==> src/hw/rtl/marching_squares_case_index_defines.svh <==
// Assertion macros used by the top-level RTL module.
`ifndef MARCHING_SQUARES_CASE_INDEX_DEFINES_SVH
`define MARCHING_SQUARES_CASE_INDEX_DEFINES_SVH

// The consequent must hold at the same edge as the antecedent.
`define MSCI_ASSERT_IMP(lbl, ante, cons, msg) \
	lbl: assert property (@(posedge clk) disable iff (!arst_n) (ante) |-> (cons)) \
		else $error(msg);

// The consequent must hold at the edge after the antecedent.
`define MSCI_ASSERT_NEXT(lbl, ante, cons, msg) \
	lbl: assert property (@(posedge clk) disable iff (!arst_n) (ante) |=> (cons)) \
		else $error(msg);

`endif

==> src/hw/rtl/msci_pkg.sv <==
package msci_pkg;

	localparam int MAX_DIM         = 2048;
	localparam int GRID_LINE_DEPTH = 1025;

	localparam int DIM_W     = 12;
	localparam int PIX_W     = $clog2(MAX_DIM);
	localparam int STEP_W    = 7;
	localparam int THR_W     = 8;
	localparam int COLOR_W   = 8;
	localparam int SUM_W     = COLOR_W + 2;
	localparam int GRID_W    = $clog2(MAX_DIM / 2 + 2);
	localparam int LINE_AW   = $clog2(GRID_LINE_DEPTH);
	localparam int CELL_W    = 10;
	localparam int CASE_W    = 4;
	localparam int CFG_IDX_W = 3;
	localparam int CFG_DATA_W = 12;
	localparam int DIV_W     = DIM_W;
	localparam int DIV_CNT_W = $clog2(DIV_W + 1);

	localparam logic [CFG_IDX_W-1:0] REG_THRESHOLD  = 3'd0;
	localparam logic [CFG_IDX_W-1:0] REG_IMAGE_ROWS = 3'd1;
	localparam logic [CFG_IDX_W-1:0] REG_IMAGE_COLS = 3'd2;
	localparam logic [CFG_IDX_W-1:0] REG_ROW_STEP   = 3'd3;
	localparam logic [CFG_IDX_W-1:0] REG_COL_STEP   = 3'd4;

	localparam logic [THR_W-1:0]  THRESHOLD_RESET = 8'd200;
	localparam logic [DIM_W-1:0]  DIM_RESET       = 12'd2048;
	localparam logic [STEP_W-1:0] STEP_RESET      = 7'd8;
	localparam logic [DIM_W-1:0]  DIM_MIN         = 12'd2;
	localparam logic [DIM_W-1:0]  DIM_MAX         = DIM_W'(MAX_DIM);
	localparam logic [STEP_W-1:0] STEP_MIN        = 7'd2;

	typedef enum logic [2:0] {
		CFG_IDLE,
		CFG_START,
		CFG_ROWS,
		CFG_COLS,
		CFG_PCOL
	} msci_cfg_state_t;

	typedef struct packed {
		logic [THR_W-1:0]  threshold;
		logic [DIM_W-1:0]  rows;
		logic [DIM_W-1:0]  cols;
		logic [STEP_W-1:0] rs;
		logic [STEP_W-1:0] cs;
		logic [GRID_W-1:0] p;
		logic [GRID_W-1:0] q;
	} msci_geom_t;

	typedef struct packed {
		logic              valid;
		logic [STEP_W-1:0] col_phase;
		logic [GRID_W-1:0] col_grid;
	} msci_reload_t;

endpackage

==> src/hw/rtl/marching_squares_case_index.sv <==
// Marching squares case classifier: takes one RGB pixel per cycle in raster order, unless the
// input is stalled, and emits the 4-bit case index of each grid cell when its lower-right grid
// point arrives. One row of grid bits lives in a single-port-per-direction line memory: a grid
// point reads its entry when the pixel transfer completes and writes it back as it leaves the
// grid point stage, where it waits while the result register is held, so the sustained rate is
// one pixel per clock while no stall is raised. After reset and after every configuration
// write the pixel input stalls while a shared bit-serial divider derives the grid size from
// the image size and steps and realigns the column counters.
// The line memory needs no clearing pass.
`include "marching_squares_case_index_defines.svh"

module marching_squares_case_index
	import msci_pkg::*;
(
	input  logic                  clk,
	input  logic                  arst_n,
	input  logic                  cfg_we,
	input  logic [CFG_IDX_W-1:0]  cfg_index,
	input  logic [CFG_DATA_W-1:0] cfg_data,
	input  logic                  in_valid,
	output logic                  in_stall,
	input  logic [COLOR_W-1:0]    red,
	input  logic [COLOR_W-1:0]    green,
	input  logic [COLOR_W-1:0]    blue,
	output logic                  out_valid,
	input  logic                  out_stall,
	output logic [CASE_W-1:0]     case_index,
	output logic [CELL_W-1:0]     cell_row,
	output logic [CELL_W-1:0]     cell_col,
	output logic                  last_cell
);

	msci_geom_t        geom;
	msci_reload_t      reload;
	logic              cfg_busy;

	logic [PIX_W-1:0]  pix_row_q;
	logic [PIX_W-1:0]  pix_col_q;
	logic [GRID_W-1:0] grid_row_q;
	logic [DIM_W-1:0]  row_target_q;
	logic [STEP_W-1:0] col_phase_q;
	logic [GRID_W-1:0] col_grid_q;

	logic              last_col;
	logic              col_wrap;
	logic              row_wrap;
	logic              grid_col;
	logic              grid_row;
	logic              grid_pt;
	logic [GRID_W-1:0] j;
	logic              accept;
	logic              rd_en;
	logic [SUM_W-1:0]  sum;
	logic [GRID_W+STEP_W-1:0] target_prod;

	logic              valid_s1;
	logic [SUM_W-1:0]  sum_s1;
	logic [GRID_W-1:0] j_s1;
	logic [GRID_W-1:0] g_s1;
	logic              corner_s1;
	logic              emit_s1;

	logic [SUM_W-1:0]  thr_lim;
	logic              up;
	logic              bit_s2;
	logic              adv;
	logic              ul_q;
	logic              ll_q;
	logic              out_valid_q;
	logic [CASE_W-1:0] case_q;
	logic [CELL_W-1:0] cell_row_q;
	logic [CELL_W-1:0] cell_col_q;
	logic              last_q;

	msci_cfg u_cfg (
		.clk       (clk),
		.arst_n    (arst_n),
		.cfg_we    (cfg_we),
		.cfg_index (cfg_index),
		.cfg_data  (cfg_data),
		.pixel_col (pix_col_q),
		.geom      (geom),
		.reload    (reload),
		.busy      (cfg_busy)
	);

	msci_line_mem u_line (
		.clk   (clk),
		.we    (adv),
		.waddr (j_s1[LINE_AW-1:0]),
		.wdata (bit_s2),
		.re    (rd_en),
		.raddr (j[LINE_AW-1:0]),
		.rdata (up)
	);

	// Position decode for the pixel at the input.
	assign last_col = ({1'b0, pix_col_q} == (geom.cols - 1'b1));
	assign col_wrap = (({1'b0, pix_col_q} + 1'b1) >= geom.cols);
	assign row_wrap = (({1'b0, pix_row_q} + 1'b1) >= geom.rows);
	assign grid_col = last_col || ((col_phase_q == '0) && (col_grid_q < geom.q));
	assign j        = last_col ? geom.q : col_grid_q;

	always_comb begin
		if (grid_row_q < geom.p) begin
			grid_row = ({1'b0, pix_row_q} == row_target_q);
		end else if (grid_row_q == geom.p) begin
			grid_row = ({1'b0, pix_row_q} == (geom.rows - 1'b1));
		end else begin
			grid_row = 1'b0;
		end
	end

	assign grid_pt  = grid_row && grid_col &&
		({{(DIM_W-GRID_W){1'b0}}, j} < DIM_W'(GRID_LINE_DEPTH));
	assign in_stall = cfg_busy || cfg_we || (valid_s1 && out_valid_q && out_stall);
	assign accept   = in_valid && !in_stall;
	assign rd_en    = accept && grid_pt;
	assign sum      = {2'b0, red} + {2'b0, green} + {2'b0, blue};
	assign target_prod = grid_row_q * geom.rs;

	always_ff @(posedge clk or negedge arst_n) begin
		if (!arst_n) begin
			pix_row_q    <= '0;
			pix_col_q    <= '0;
			grid_row_q   <= '0;
			row_target_q <= '0;
			col_phase_q  <= '0;
			col_grid_q   <= '0;
		end else if (reload.valid) begin
			col_phase_q  <= reload.col_phase;
			col_grid_q   <= reload.col_grid;
			row_target_q <= target_prod[DIM_W-1:0];
		end else if (accept) begin
			if (col_wrap) begin
				pix_col_q   <= '0;
				col_phase_q <= '0;
				col_grid_q  <= '0;
				if (row_wrap) begin
					pix_row_q    <= '0;
					grid_row_q   <= '0;
					row_target_q <= '0;
				end else begin
					pix_row_q <= pix_row_q + 1'b1;
					if (grid_row) begin
						grid_row_q   <= grid_row_q + 1'b1;
						row_target_q <= row_target_q + {{(DIM_W-STEP_W){1'b0}}, geom.rs};
					end
				end
			end else begin
				pix_col_q <= pix_col_q + 1'b1;
				if ((col_phase_q + 1'b1) == geom.cs) begin
					col_phase_q <= '0;
					col_grid_q  <= col_grid_q + 1'b1;
				end else begin
					col_phase_q <= col_phase_q + 1'b1;
				end
			end
		end
	end

	// Grid point stage: holds a grid point with its line memory read data while the result register is held.
	always_ff @(posedge clk or negedge arst_n) begin
		if (!arst_n) begin
			valid_s1 <= 1'b0;
		end else if (accept) begin
			valid_s1 <= grid_pt;
		end else if (adv) begin
			valid_s1 <= 1'b0;
		end
	end

	always_ff @(posedge clk) begin
		if (rd_en) begin
			sum_s1    <= sum;
			j_s1      <= j;
			g_s1      <= grid_row_q;
			corner_s1 <= (grid_row_q == geom.p) && (j == geom.q);
			emit_s1   <= (j != '0) && (grid_row_q != '0);
		end
	end

	assign thr_lim = ({2'b0, geom.threshold} << 1) + {2'b0, geom.threshold} + 2'd2;
	assign bit_s2  = !corner_s1 && (sum_s1 <= thr_lim);
	assign adv     = valid_s1 && (!out_valid_q || !out_stall);

	always_ff @(posedge clk or negedge arst_n) begin
		if (!arst_n) begin
			ul_q        <= 1'b0;
			ll_q        <= 1'b0;
			out_valid_q <= 1'b0;
		end else begin
			if (adv) begin
				ul_q <= up;
				ll_q <= bit_s2;
			end
			if (!out_valid_q || !out_stall) begin
				out_valid_q <= adv && emit_s1;
			end
		end
	end

	always_ff @(posedge clk) begin
		if (adv && emit_s1) begin
			case_q     <= {ul_q, up, bit_s2, ll_q};
			cell_row_q <= CELL_W'(g_s1 - 1'b1);
			cell_col_q <= CELL_W'(j_s1 - 1'b1);
			last_q     <= corner_s1;
		end
	end

	assign out_valid  = out_valid_q;
	assign case_index = case_q;
	assign cell_row   = cell_row_q;
	assign cell_col   = cell_col_q;
	assign last_cell  = last_q;

	`MSCI_ASSERT_IMP(a_line_no_collide, rd_en && adv, j != j_s1, "line read and write hit one entry")
	`MSCI_ASSERT_IMP(a_hold_no_read, valid_s1 && !adv, !rd_en, "line read while a grid point waits")
	`MSCI_ASSERT_IMP(a_last_corner_zero, out_valid && last_cell, !case_index[1], "corner bit set")
	`MSCI_ASSERT_NEXT(a_emit_shows, adv && emit_s1, out_valid, "emitted cell not presented")

endmodule

==> src/hw/rtl/msci_div.sv <==
module msci_div
	import msci_pkg::*;
(
	input  logic              clk,
	input  logic              arst_n,
	input  logic              start,
	input  logic [DIV_W-1:0]  dividend,
	input  logic [STEP_W-1:0] divisor,
	output logic              done,
	output logic [DIV_W-1:0]  quotient,
	output logic [STEP_W-1:0] remainder
);

	logic [DIV_W-1:0]     dvd_q;
	logic [STEP_W-1:0]    rem_q;
	logic [STEP_W-1:0]    dsr_q;
	logic [DIV_CNT_W-1:0] cnt_q;
	logic                 run_q;
	logic                 done_q;
	logic [STEP_W:0]      trial;
	logic [STEP_W:0]      diff;
	logic                 ge;

	assign trial = {rem_q, dvd_q[DIV_W-1]};
	assign ge    = trial >= {1'b0, dsr_q};
	assign diff  = trial - {1'b0, dsr_q};

	always_ff @(posedge clk or negedge arst_n) begin
		if (!arst_n) begin
			run_q  <= 1'b0;
			done_q <= 1'b0;
			cnt_q  <= '0;
		end else begin
			done_q <= 1'b0;
			if (start) begin
				run_q <= 1'b1;
				cnt_q <= DIV_CNT_W'(DIV_W);
			end else if (run_q) begin
				cnt_q <= cnt_q - 1'b1;
				if (cnt_q == DIV_CNT_W'(1)) begin
					run_q  <= 1'b0;
					done_q <= 1'b1;
				end
			end
		end
	end

	always_ff @(posedge clk) begin
		if (start) begin
			dvd_q <= dividend;
			rem_q <= '0;
			dsr_q <= divisor;
		end else if (run_q) begin
			dvd_q <= {dvd_q[DIV_W-2:0], ge};
			rem_q <= ge ? diff[STEP_W-1:0] : trial[STEP_W-1:0];
		end
	end

	assign done      = done_q;
	assign quotient  = dvd_q;
	assign remainder = rem_q;

endmodule

==> src/hw/rtl/msci_cfg.sv <==
module msci_cfg
	import msci_pkg::*;
(
	input  logic                  clk,
	input  logic                  arst_n,
	input  logic                  cfg_we,
	input  logic [CFG_IDX_W-1:0]  cfg_index,
	input  logic [CFG_DATA_W-1:0] cfg_data,
	input  logic [PIX_W-1:0]      pixel_col,
	output msci_geom_t            geom,
	output msci_reload_t          reload,
	output logic                  busy
);

	msci_cfg_state_t   state_q, state_d;
	logic [THR_W-1:0]  threshold_q;
	logic [DIM_W-1:0]  image_rows_q;
	logic [DIM_W-1:0]  image_cols_q;
	logic [STEP_W-1:0] row_step_q;
	logic [STEP_W-1:0] col_step_q;
	logic [GRID_W-1:0] p_q;
	logic [GRID_W-1:0] q_q;
	logic [DIM_W-1:0]  rows;
	logic [DIM_W-1:0]  cols;
	logic [STEP_W-1:0] rs;
	logic [STEP_W-1:0] cs;
	logic              div_start;
	logic [DIV_W-1:0]  div_dividend;
	logic [STEP_W-1:0] div_divisor;
	logic              div_done;
	logic [DIV_W-1:0]  div_quo;
	logic [STEP_W-1:0] div_rem;
	logic              load_p;
	logic              load_q;
	logic              reload_valid;

	assign rows = (image_rows_q < DIM_MIN) ? DIM_MIN :
		(image_rows_q > DIM_MAX) ? DIM_MAX : image_rows_q;
	assign cols = (image_cols_q < DIM_MIN) ? DIM_MIN :
		(image_cols_q > DIM_MAX) ? DIM_MAX : image_cols_q;
	assign rs = (row_step_q < STEP_MIN) ? STEP_MIN : row_step_q;
	assign cs = (col_step_q < STEP_MIN) ? STEP_MIN : col_step_q;

	msci_div u_div (
		.clk       (clk),
		.arst_n    (arst_n),
		.start     (div_start),
		.dividend  (div_dividend),
		.divisor   (div_divisor),
		.done      (div_done),
		.quotient  (div_quo),
		.remainder (div_rem)
	);

	always_ff @(posedge clk or negedge arst_n) begin
		if (!arst_n) begin
			threshold_q  <= THRESHOLD_RESET;
			image_rows_q <= DIM_RESET;
			image_cols_q <= DIM_RESET;
			row_step_q   <= STEP_RESET;
			col_step_q   <= STEP_RESET;
		end else if (cfg_we) begin
			unique case (cfg_index)
				REG_THRESHOLD:  threshold_q  <= cfg_data[THR_W-1:0];
				REG_IMAGE_ROWS: image_rows_q <= cfg_data[DIM_W-1:0];
				REG_IMAGE_COLS: image_cols_q <= cfg_data[DIM_W-1:0];
				REG_ROW_STEP:   row_step_q   <= cfg_data[STEP_W-1:0];
				REG_COL_STEP:   col_step_q   <= cfg_data[STEP_W-1:0];
				default: ;
			endcase
		end
	end

	always_ff @(posedge clk or negedge arst_n) begin
		if (!arst_n) begin
			state_q <= CFG_START;
		end else begin
			state_q <= state_d;
		end
	end

	always_ff @(posedge clk) begin
		if (load_p) begin
			p_q <= div_quo[GRID_W-1:0];
		end
		if (load_q) begin
			q_q <= div_quo[GRID_W-1:0];
		end
	end

	always_comb begin
		state_d      = state_q;
		div_start    = 1'b0;
		div_dividend = rows;
		div_divisor  = cs;
		load_p       = 1'b0;
		load_q       = 1'b0;
		reload_valid = 1'b0;
		unique case (state_q)
			CFG_IDLE: ;
			CFG_START: begin
				div_start    = 1'b1;
				div_dividend = rows;
				div_divisor  = rs;
				state_d      = CFG_ROWS;
			end
			CFG_ROWS: begin
				div_divisor = rs;
				if (div_done) begin
					load_p       = 1'b1;
					div_start    = 1'b1;
					div_dividend = cols;
					div_divisor  = cs;
					state_d      = CFG_COLS;
				end
			end
			CFG_COLS: begin
				if (div_done) begin
					load_q       = 1'b1;
					div_start    = 1'b1;
					div_dividend = {1'b0, pixel_col};
					state_d      = CFG_PCOL;
				end
			end
			CFG_PCOL: begin
				if (div_done) begin
					reload_valid = 1'b1;
					state_d      = CFG_IDLE;
				end
			end
		endcase
		if (cfg_we) begin
			state_d      = CFG_START;
			div_start    = 1'b0;
			load_p       = 1'b0;
			load_q       = 1'b0;
			reload_valid = 1'b0;
		end
	end

	assign geom.threshold = threshold_q;
	assign geom.rows      = rows;
	assign geom.cols      = cols;
	assign geom.rs        = rs;
	assign geom.cs        = cs;
	assign geom.p         = p_q;
	assign geom.q         = q_q;

	assign reload.valid     = reload_valid;
	assign reload.col_phase = div_rem;
	assign reload.col_grid  = div_quo[GRID_W-1:0];

	assign busy = (state_q != CFG_IDLE);

endmodule

==> src/hw/rtl/msci_line_mem.sv <==
module msci_line_mem
	import msci_pkg::*;
(
	input  logic               clk,
	input  logic               we,
	input  logic [LINE_AW-1:0] waddr,
	input  logic               wdata,
	input  logic               re,
	input  logic [LINE_AW-1:0] raddr,
	output logic               rdata
);

	logic mem_q [GRID_LINE_DEPTH];
	logic rdata_q;

	always_ff @(posedge clk) begin
		if (we) begin
			mem_q[waddr] <= wdata;
		end
	end

	always_ff @(posedge clk) begin
		if (re) begin
			rdata_q <= mem_q[raddr];
		end
	end

	assign rdata = rdata_q;

endmodule
==> config.mk <==
export PLATFORM = sky130hd
export DESIGN_NAME = marching_squares_case_index
export DESIGN_NICKNAME = d
export VERILOG_FILES = /design/src/hw/rtl/msci_pkg.sv /design/src/hw/rtl/marching_squares_case_index.sv /design/src/hw/rtl/msci_div.sv /design/src/hw/rtl/msci_cfg.sv /design/src/hw/rtl/msci_line_mem.sv
export VERILOG_INCLUDE_DIRS = /design/src /design/src/hw/rtl
export SDC_FILE = /design/constraint.sdc
export NUM_CORES = 2
export LEC_CHECK = 0
export ABC_AREA = 1
export BUFFER_PORTS_ARGS = -buffer_cell sky130_fd_sc_hd__buf_2
export CORE_ASPECT_RATIO = 0.9
export CORE_MARGIN = 2
export CORE_UTILIZATION = 30
export DETAILED_ROUTE_END_ITERATION = 10
export HOLD_SLACK_MARGIN = 0.15
export PLACE_DENSITY = 0.55
export SYNTH_ARGS = -nofsm -noshare
export SYNTH_HDL_FRONTEND = slang
export SYNTH_HIERARCHICAL = 1
export SYNTH_SLANG_ARGS = --single-unit
==> constraint.sdc <==
create_clock -name clk -period 41.5 [get_ports clk]
set_input_delay 12.45 -clock clk [delete_from_list [all_inputs] [get_ports clk]]
set_output_delay 12.45 -clock clk [all_outputs]
set_load 0.01 [all_outputs]
Word-level counts from Yosys, hierarchy flattened
Memories as Yosys holds them, arrays and structs flattened. A register that Yosys moved wholly into a read port is not among the register bits.
Cells that the tools add are included.
{"block": "op_classes", "bitwise": 1, "reduce_logical": 45, "multipliers": 1, "magnitude_cmp": 13, "n_addsub": 18, "n_mux": 60, "eq_ne": 18}
{"cell": "12-bit 2-to-1 mux", "n": 13}
{"cell": "11-bit 2-to-1 mux", "n": 9}
{"cell": "7-bit 2-to-1 mux", "n": 8}
{"cell": "11-bit by 1-bit adder with 11-bit output (second input constant)", "n": 4}
{"cell": "11-bit by 12-bit == test with 1-bit output", "n": 3}
{"cell": "11-bit by 1-bit adder with 12-bit output (second input constant)", "n": 2}
{"cell": "12-bit greater-or-equal comparator", "n": 2}
{"cell": "12-bit greater-than comparator (second input constant)", "n": 2}
{"cell": "12-bit by 2-bit < comparator with 1-bit output (second input constant)", "n": 2}
{"cell": "12-bit one-hot mux with 2 select lines", "n": 1}
{"cell": "12-bit by 1-bit subtractor with 12-bit output (second input constant)", "n": 2}
{"cell": "11-bit == test", "n": 2}
{"cell": "11-bit < comparator", "n": 2}
{"cell": "11-bit nonzero test", "n": 2}
{"cell": "9-bit by 8-bit adder with 10-bit output", "n": 2}
{"cell": "1-bit 2-to-1 mux", "n": 20}
{"cell": "10-bit by 1-bit subtractor with 10-bit output (second input constant)", "n": 2}
{"cell": "7-bit by 2-bit < comparator with 1-bit output (second input constant)", "n": 2}
{"cell": "7-bit one-hot mux with 2 select lines", "n": 1}
{"cell": "2-bit AND reduction", "n": 7}
{"cell": "12-bit by 7-bit adder with 12-bit output", "n": 1}
{"cell": "3-bit by 2-bit == test with 1-bit output (second input constant)", "n": 4}
{"cell": "1-bit logical AND", "n": 12}
{"cell": "11-bit by 7-bit multiplier with 12-bit output", "n": 1}
{"cell": "28 further kinds", "n": 50}
{"block": "totals", "register_bits": 228, "mem_count": 1, "out_inout_bits": 27, "in_bits": 44, "ram_bits": 1025}
{"memory": "u_line.mem_q", "words": 1025, "width": 1, "rd": 1, "rd_ports_with_merged_regs": 1, "wr": 1, "line_no": "msci_line_mem.sv:13", "text": "logic mem_q [GRID_LINE_DEPTH];"}

Depth between registers and ports, before layout
{"block": "depth", "depth_word": 12, "depth_mapped": 38}

By module
Netlist, hierarchy kept.
{"module": "msci_line_mem", "instances": 1, "area_per_inst_um2": 46442.0, "seq_area_each_um2": 30809.5, "cells_per_inst": 4704}
{"module": "marching_squares_case_index", "instances": 1, "area_per_inst_um2": 11559.8, "seq_area_each_um2": 3418.3, "cells_per_inst": 1489}
{"module": "msci_cfg", "instances": 1, "area_per_inst_um2": 3438.3, "seq_area_each_um2": 1896.8, "cells_per_inst": 404}
{"module": "msci_div", "instances": 1, "area_per_inst_um2": 1714.1, "seq_area_each_um2": 860.8, "cells_per_inst": 205}

Worst setup path after synthesis
OpenSTA, ideal clock, no wires.
{"block": "synth_path", "path_type": "reg-to-reg", "from": "register u_cfg.threshold_q[1]", "to": "register case_q[1], in the netlist case_index[1], data pin", "required_ns": 35.792, "t_arrival_ns": 29.699, "path_slack_ns": 6.093, "stages_incl_launch_ff": 15, "synth_period_minus_slack_ns": 35.407, "setup_ns": 5.708, "n_path_buf": 0, "cell_sequence": "dfrtp_1 > ha_1 > ha_1 > fa_1 > nand3_1 > nand2_1 > nand2_1 > nand2_1 > a21oi_1 > xor2_1 > ha_1 > nand4_1 > nor3_1 > nand3_1 > a21oi_1"}
{"block": "synth_via", "elab_chain_len": 4}
{"item": "from (decl)", "line_no": "msci_cfg.sv:16", "text": "logic [THR_W-1:0] threshold_q;"}
{"item": "from (signal assigned)", "line_no": "msci_cfg.sv:64", "text": "REG_THRESHOLD: threshold_q <= cfg_data[THR_W-1:0];"}
{"item": "9-bit by 8-bit adder with 10-bit output", "line_no": "marching_squares_case_index.sv:183", "text": "assign thr_lim = ({2'b0, geom.threshold} << 1) + {2'b0, geom.threshold} + 2'd2;"}
{"item": "10-bit by 2-bit adder with 10-bit output", "line_no": "marching_squares_case_index.sv:183"}
{"item": "10-bit less-or-equal comparator", "line_no": "marching_squares_case_index.sv:184", "text": "assign bit_s2 = !corner_s1 && (sum_s1 <= thr_lim);"}
{"item": "1-bit logical AND", "line_no": "marching_squares_case_index.sv:184"}
{"item": "via bit_s2", "line_no": "marching_squares_case_index.sv:65", "text": "logic bit_s2;"}
{"item": "to (signal assigned)", "line_no": "marching_squares_case_index.sv:205", "text": "case_q <= {ul_q, up, bit_s2, ll_q};"}
{"item": "to (decl)", "line_no": "marching_squares_case_index.sv:70", "text": "logic [CASE_W-1:0] case_q;"}
The timed path passes the listed nets, and every way through them passes these cells.
A chain may end at the register's enable or synchronous reset.

Worst setup path in the final report
{"block": "layout_path", "from": "input port out_stall", "to": "output port in_stall"}
{"block": "layout_via", "elab_chain_len": 2}
{"item": "from (decl)", "line_no": "marching_squares_case_index.sv:26", "text": "input logic out_stall,"}
{"item": "1-bit logical AND", "line_no": "marching_squares_case_index.sv:116", "text": "assign in_stall = cfg_busy || cfg_we || (valid_s1 && out_valid_q && out_stall);"}
{"item": "1-bit logical OR", "line_no": "marching_squares_case_index.sv:116"}
{"item": "to (decl)", "line_no": "marching_squares_case_index.sv:21", "text": "output logic in_stall,"}
No other way between the ends.

==> summary by stage <==
Floorplanning
For this configuration, the core starts out at a cell density of 30.2%. The die covers 0.214 mm2. The floorplan step set the die height to around 440 um. The placement row count is 159.

The boundary pin count is 71. The floorplan step set the die width to 488 um. The area of the placeable core is 0.209 mm2.

Worst setup path
The kind of start point of the critical path is an input pin. The delay of the slowest cell on the worst path is 260 ps. The kind of end point of the critical path is a primary output. The signal on the critical path passes through buf_2 > nand2_1 > nor2_1 > inv_1 > nand3_1 > buf_2. The critical path's slowest cell is sky130_fd_sc_hd__inv_1. The category of the critical setup timing path is in -> out. Along the worst path, the maximum fanout reaches 3. The setup check on the worst reg-to-reg path leaves a slack of 33730 ps.

In this design, the critical path's most frequently occurring cell is sky130_fd_sc_hd__buf_2. Data on the critical path arrives at its endpoint at 13370 ps. The required time of the critical path is 29050 ps.

Placement
The congestion estimate from routability-driven global placement came to about 0.83. The number of placed instances, taps included, is 9218. The setup slack at placement is 15590 ps.

The placed instances occupy a cell area of 0.0654 mm2. In this run the tool buffered the top-level ports with 70 buffer cells. The HPWL after detailed placement is 101000 um.

Timing
The final-layout setup total negative slack is 0 ps. The portion of the clock cycle consumed by the worst path in the final layout is 62.2%. The clock tree skew after final layout is ~34 ps.

Setup repair after global routing left no endpoint under its margin. The number of failing setup endpoints in the final timing report is 0. The final-layout worst hold slack is 449 ps. Setup slack closes at 15680 ps.

The number of hold-slack violations in the final timing report was 0. The achievable clock frequency is between 30 and 40 MHz. The transition time at the pin with the least slew margin is 1370 ps. The number of slew-limit violations in the final report is 0. The post-route minimum period is 25820 ps.

The worst pin sits at a relative slew slack of 8.09%.

Logic synthesis
The number of nets handed over by synthesis was around 7000. After technology mapping, the gate count stands at 6802. The post-synthesis cell type count is 64.

Counting flops with an async set or reset pin after synthesis yields a share of 9.73%. The part of the Yosys area used for sequential elements is between 50 and 60%. The average cell area after synthesis is 9.28 um2. The top flip-flop cell by instance count after synthesis is sky130_fd_sc_hd__edfxtp_1. The number of synthesized flops with an enable pin is 1125.

The synthesis warning total is 6. The synthesized netlist occupies a cell area of 0.0632 mm2. The post-synthesis sequential element count is 1254.

CTS
The clock latency of the later-clocked register in the worst-skew pair is slightly below 800 ps. After clock tree synthesis, the flow added hold-fix buffers numbering 0. In this run the clock root is driven by a sky130_fd_sc_hd__clkbuf_16. The clock tree from TritonCTS is built. Clock-pin slew was measured on the worst setup and hold paths at approximately 60 ps. The largest buffer count on any clock path is 3. The number of buffers inserted by post-CTS setup repair is 0. The post-cts resize count is 0. CTS built an H-tree with a depth of 4.

In this run, CTS created clock tree buffers numbering 132. The tree built by TritonCTS fans out to 1254 sinks.

Detailed routing
For this block, the via count after detailed routing is approximately 48000. The count of antenna-violating nets left after detailed routing is 0. In the routed layout, each cell is associated on average with a via count of 5.04. The DRC violation count after routing is 0. After detailed routing, the average wire length per cell comes to around 20 um. The overall routed net length is 188000 um.

The total iterations of the first detailed-routing run is 6. The number of DRC markers after the initial detailed-route iteration is 5132.

Global route
The number of antenna violations at the first check in global routing came to 4. The global-route usage over all layers is 17.2%. The number of global-route vias before repair was 44853. The global-route wire length before repair is 281000 um.

Entering global routing, the biggest net connects 287 pins. Global routing finished with a remaining overflow of 0.

Run status
The run finished with clean final reports.

Layout
Of the cells placed in the final design, the portion with a size suffix greater than 1 is 6.97%. 0 antenna diodes ended up in the layout. At the end of the flow, the number of nets in the layout was 6824. Leaving out fill and tap cells, the most frequent cells in the layout are sky130_fd_sc_hd__nand2_1 (1621), sky130_fd_sc_hd__nor2_1 (1185), sky130_fd_sc_hd__nand3_1 (1139). The final core area utilization is between 30% and 40%. The leading cell type in the layout, fill and taps excluded is sky130_fd_sc_hd__nand2_1.

Relative to the synthesized area, the layout overhead comes to 10.3%. Summing all non-filler instances in the final layout gives an area of roughly 0.070 mm2. Leaving out filler cells and counting taps, the final layout contains 9451.

Pwr
The leakage power total is 25.3 nW. The highest ir drop seen on vdd is 0.0791 mV. The total power is 4.14 mW. In this run the power density over the cells is 59.4 mW/mm2.

Worst hold path
The class of the worst hold path is reg -> reg.

Run
The count of maximum capacitance violations is 0.
path summary, 6_finish.rpt:
path | startpoint | end | depth (start not counted)
min reg2reg | u_line/rdata$_DFFE_PP_ | case_index[2]$_DFFE_PP_ | 0
max | out_stall | in_stall | 6
max in group asynchronous | arst_n | col_grid_q[10]$_DFFE_PN0P_ | 2
min | u_line/rdata$_DFFE_PP_ | case_index[2]$_DFFE_PP_ | 0
min in group asynchronous | arst_n | u_cfg/row_step_q[5]$_DFFE_PN0P_ | 1
max reg2reg | u_cfg/image_cols_q[11]$_DFFE_PN1P_ | u_line/rdata$_DFFE_PP_ | 32
report_power, final:
part           switching, mW  leakage (nW)  internal, mW
registers             0.0585          11.8          1.53
logic                  0.997          11.4         0.371
clock network          0.522          2.05         0.659
total                   1.58          25.3          2.56
cells in the mapped netlist (9+ instances only):
cell | count | area share, %
sky130_fd_sc_hd__o211ai_1 | 13 | 0.15
sky130_fd_sc_hd__a21oi_1 | 57 | 0.45
sky130_fd_sc_hd__buf_6 | 44 | 0.78
sky130_fd_sc_hd__nand3_1 | 1139 | 9.0
sky130_fd_sc_hd__nor2_1 | 1186 | 7.0
sky130_fd_sc_hd__nand2_1 | 1653 | 9.8
sky130_fd_sc_hd__inv_1 | 395 | 2.3
sky130_fd_sc_hd__buf_4 | 12 | 0.14
sky130_fd_sc_hd__ha_1 | 121 | 2.4
sky130_fd_sc_hd__o21ai_0 | 128 | 1.0
sky130_fd_sc_hd__buf_2 | 138 | 1.1
sky130_fd_sc_hd__nor2_4 | 17 | 0.30
sky130_fd_sc_hd__inv_2 | 10 | 0.059
sky130_fd_sc_hd__nand4_1 | 30 | 0.30
sky130_fd_sc_hd__dfrtp_1 | 114 | 4.5
sky130_fd_sc_hd__xnor2_1 | 30 | 0.42
sky130_fd_sc_hd__nand3b_1 | 9 | 0.11
sky130_fd_sc_hd__o22ai_1 | 13 | 0.13
sky130_fd_sc_hd__buf_1 | 25 | 0.15
sky130_fd_sc_hd__or2_2 | 10 | 0.099
sky130_fd_sc_hd__edfxtp_1 | 1125 | 53
sky130_fd_sc_hd__nor3_1 | 37 | 0.29
sky130_fd_sc_hd__o21ai_1 | 19 | 0.15
sky130_fd_sc_hd__fa_1 | 44 | 1.4
sky130_fd_sc_hd__nor2_2 | 10 | 0.099
sky130_fd_sc_hd__clkbuf_1 | 252 | 1.5
sky130_fd_sc_hd__xor2_1 | 75 | 1.0
kinds of logic (layout without fill, tap and decap cells):
group	count (synthesis)	after routing	share of synthesized area [%]
buffers and inverters	882	794	6.14
and+or+nand+nor	4130	4130	27.6
AOI/OAI and AO/OA	265	265	2.38
adders and majority gates	165	165	3.79
xor gates and xnor gates	106	106	1.48
DFF	1254	1254	58.6
metal layers:
layer	global-route usage, %	vias up	wire [um]
met5	0	-	0
met4	4.40	0	4180
met1	23.8	23530	82200
met2	28.5	1604	89100
met3	2.33	264	12900
li1	-	22236	-
worst max-delay path, delay by kind of cell:
| family | cells | cell delay, ps |
|---|---|---|
| buf+inv | 3 | 530 |
| simple gates | 3 | 380 |
layout make-up:
type | instances | area, um2
Clock buffer | 168 | 3530
Multi-Input combinational cell | 4666 | 22400
Clock inverter | 65 | 678
Timing Repair Buffer | 152 | 1020
Tap cell | 2737 | 3420
Sequential cell | 1254 | 37000
Fill cell | 21507 | 139000
Inverter | 409 | 1590
registers in the layout (all words and copies together) (netlist names), 8 cells and up:
register              cells
u_cfg/u_div/quotient     12
cell_col                 10
u_cfg/image_cols_q       12
g_s1                     10
pix_row_q                11
col_grid_q               11
u_cfg/p_q                11
grid_row_q               11
u_line/mem_q           1025
u_cfg/q_q                11
row_target_q             12
cell_row                 10
u_cfg/image_rows_q       12
u_cfg/threshold_q         8
pix_col_q                11
j_s1                     11
sum_s1                   10
Power figures use the tool's default switching activity.
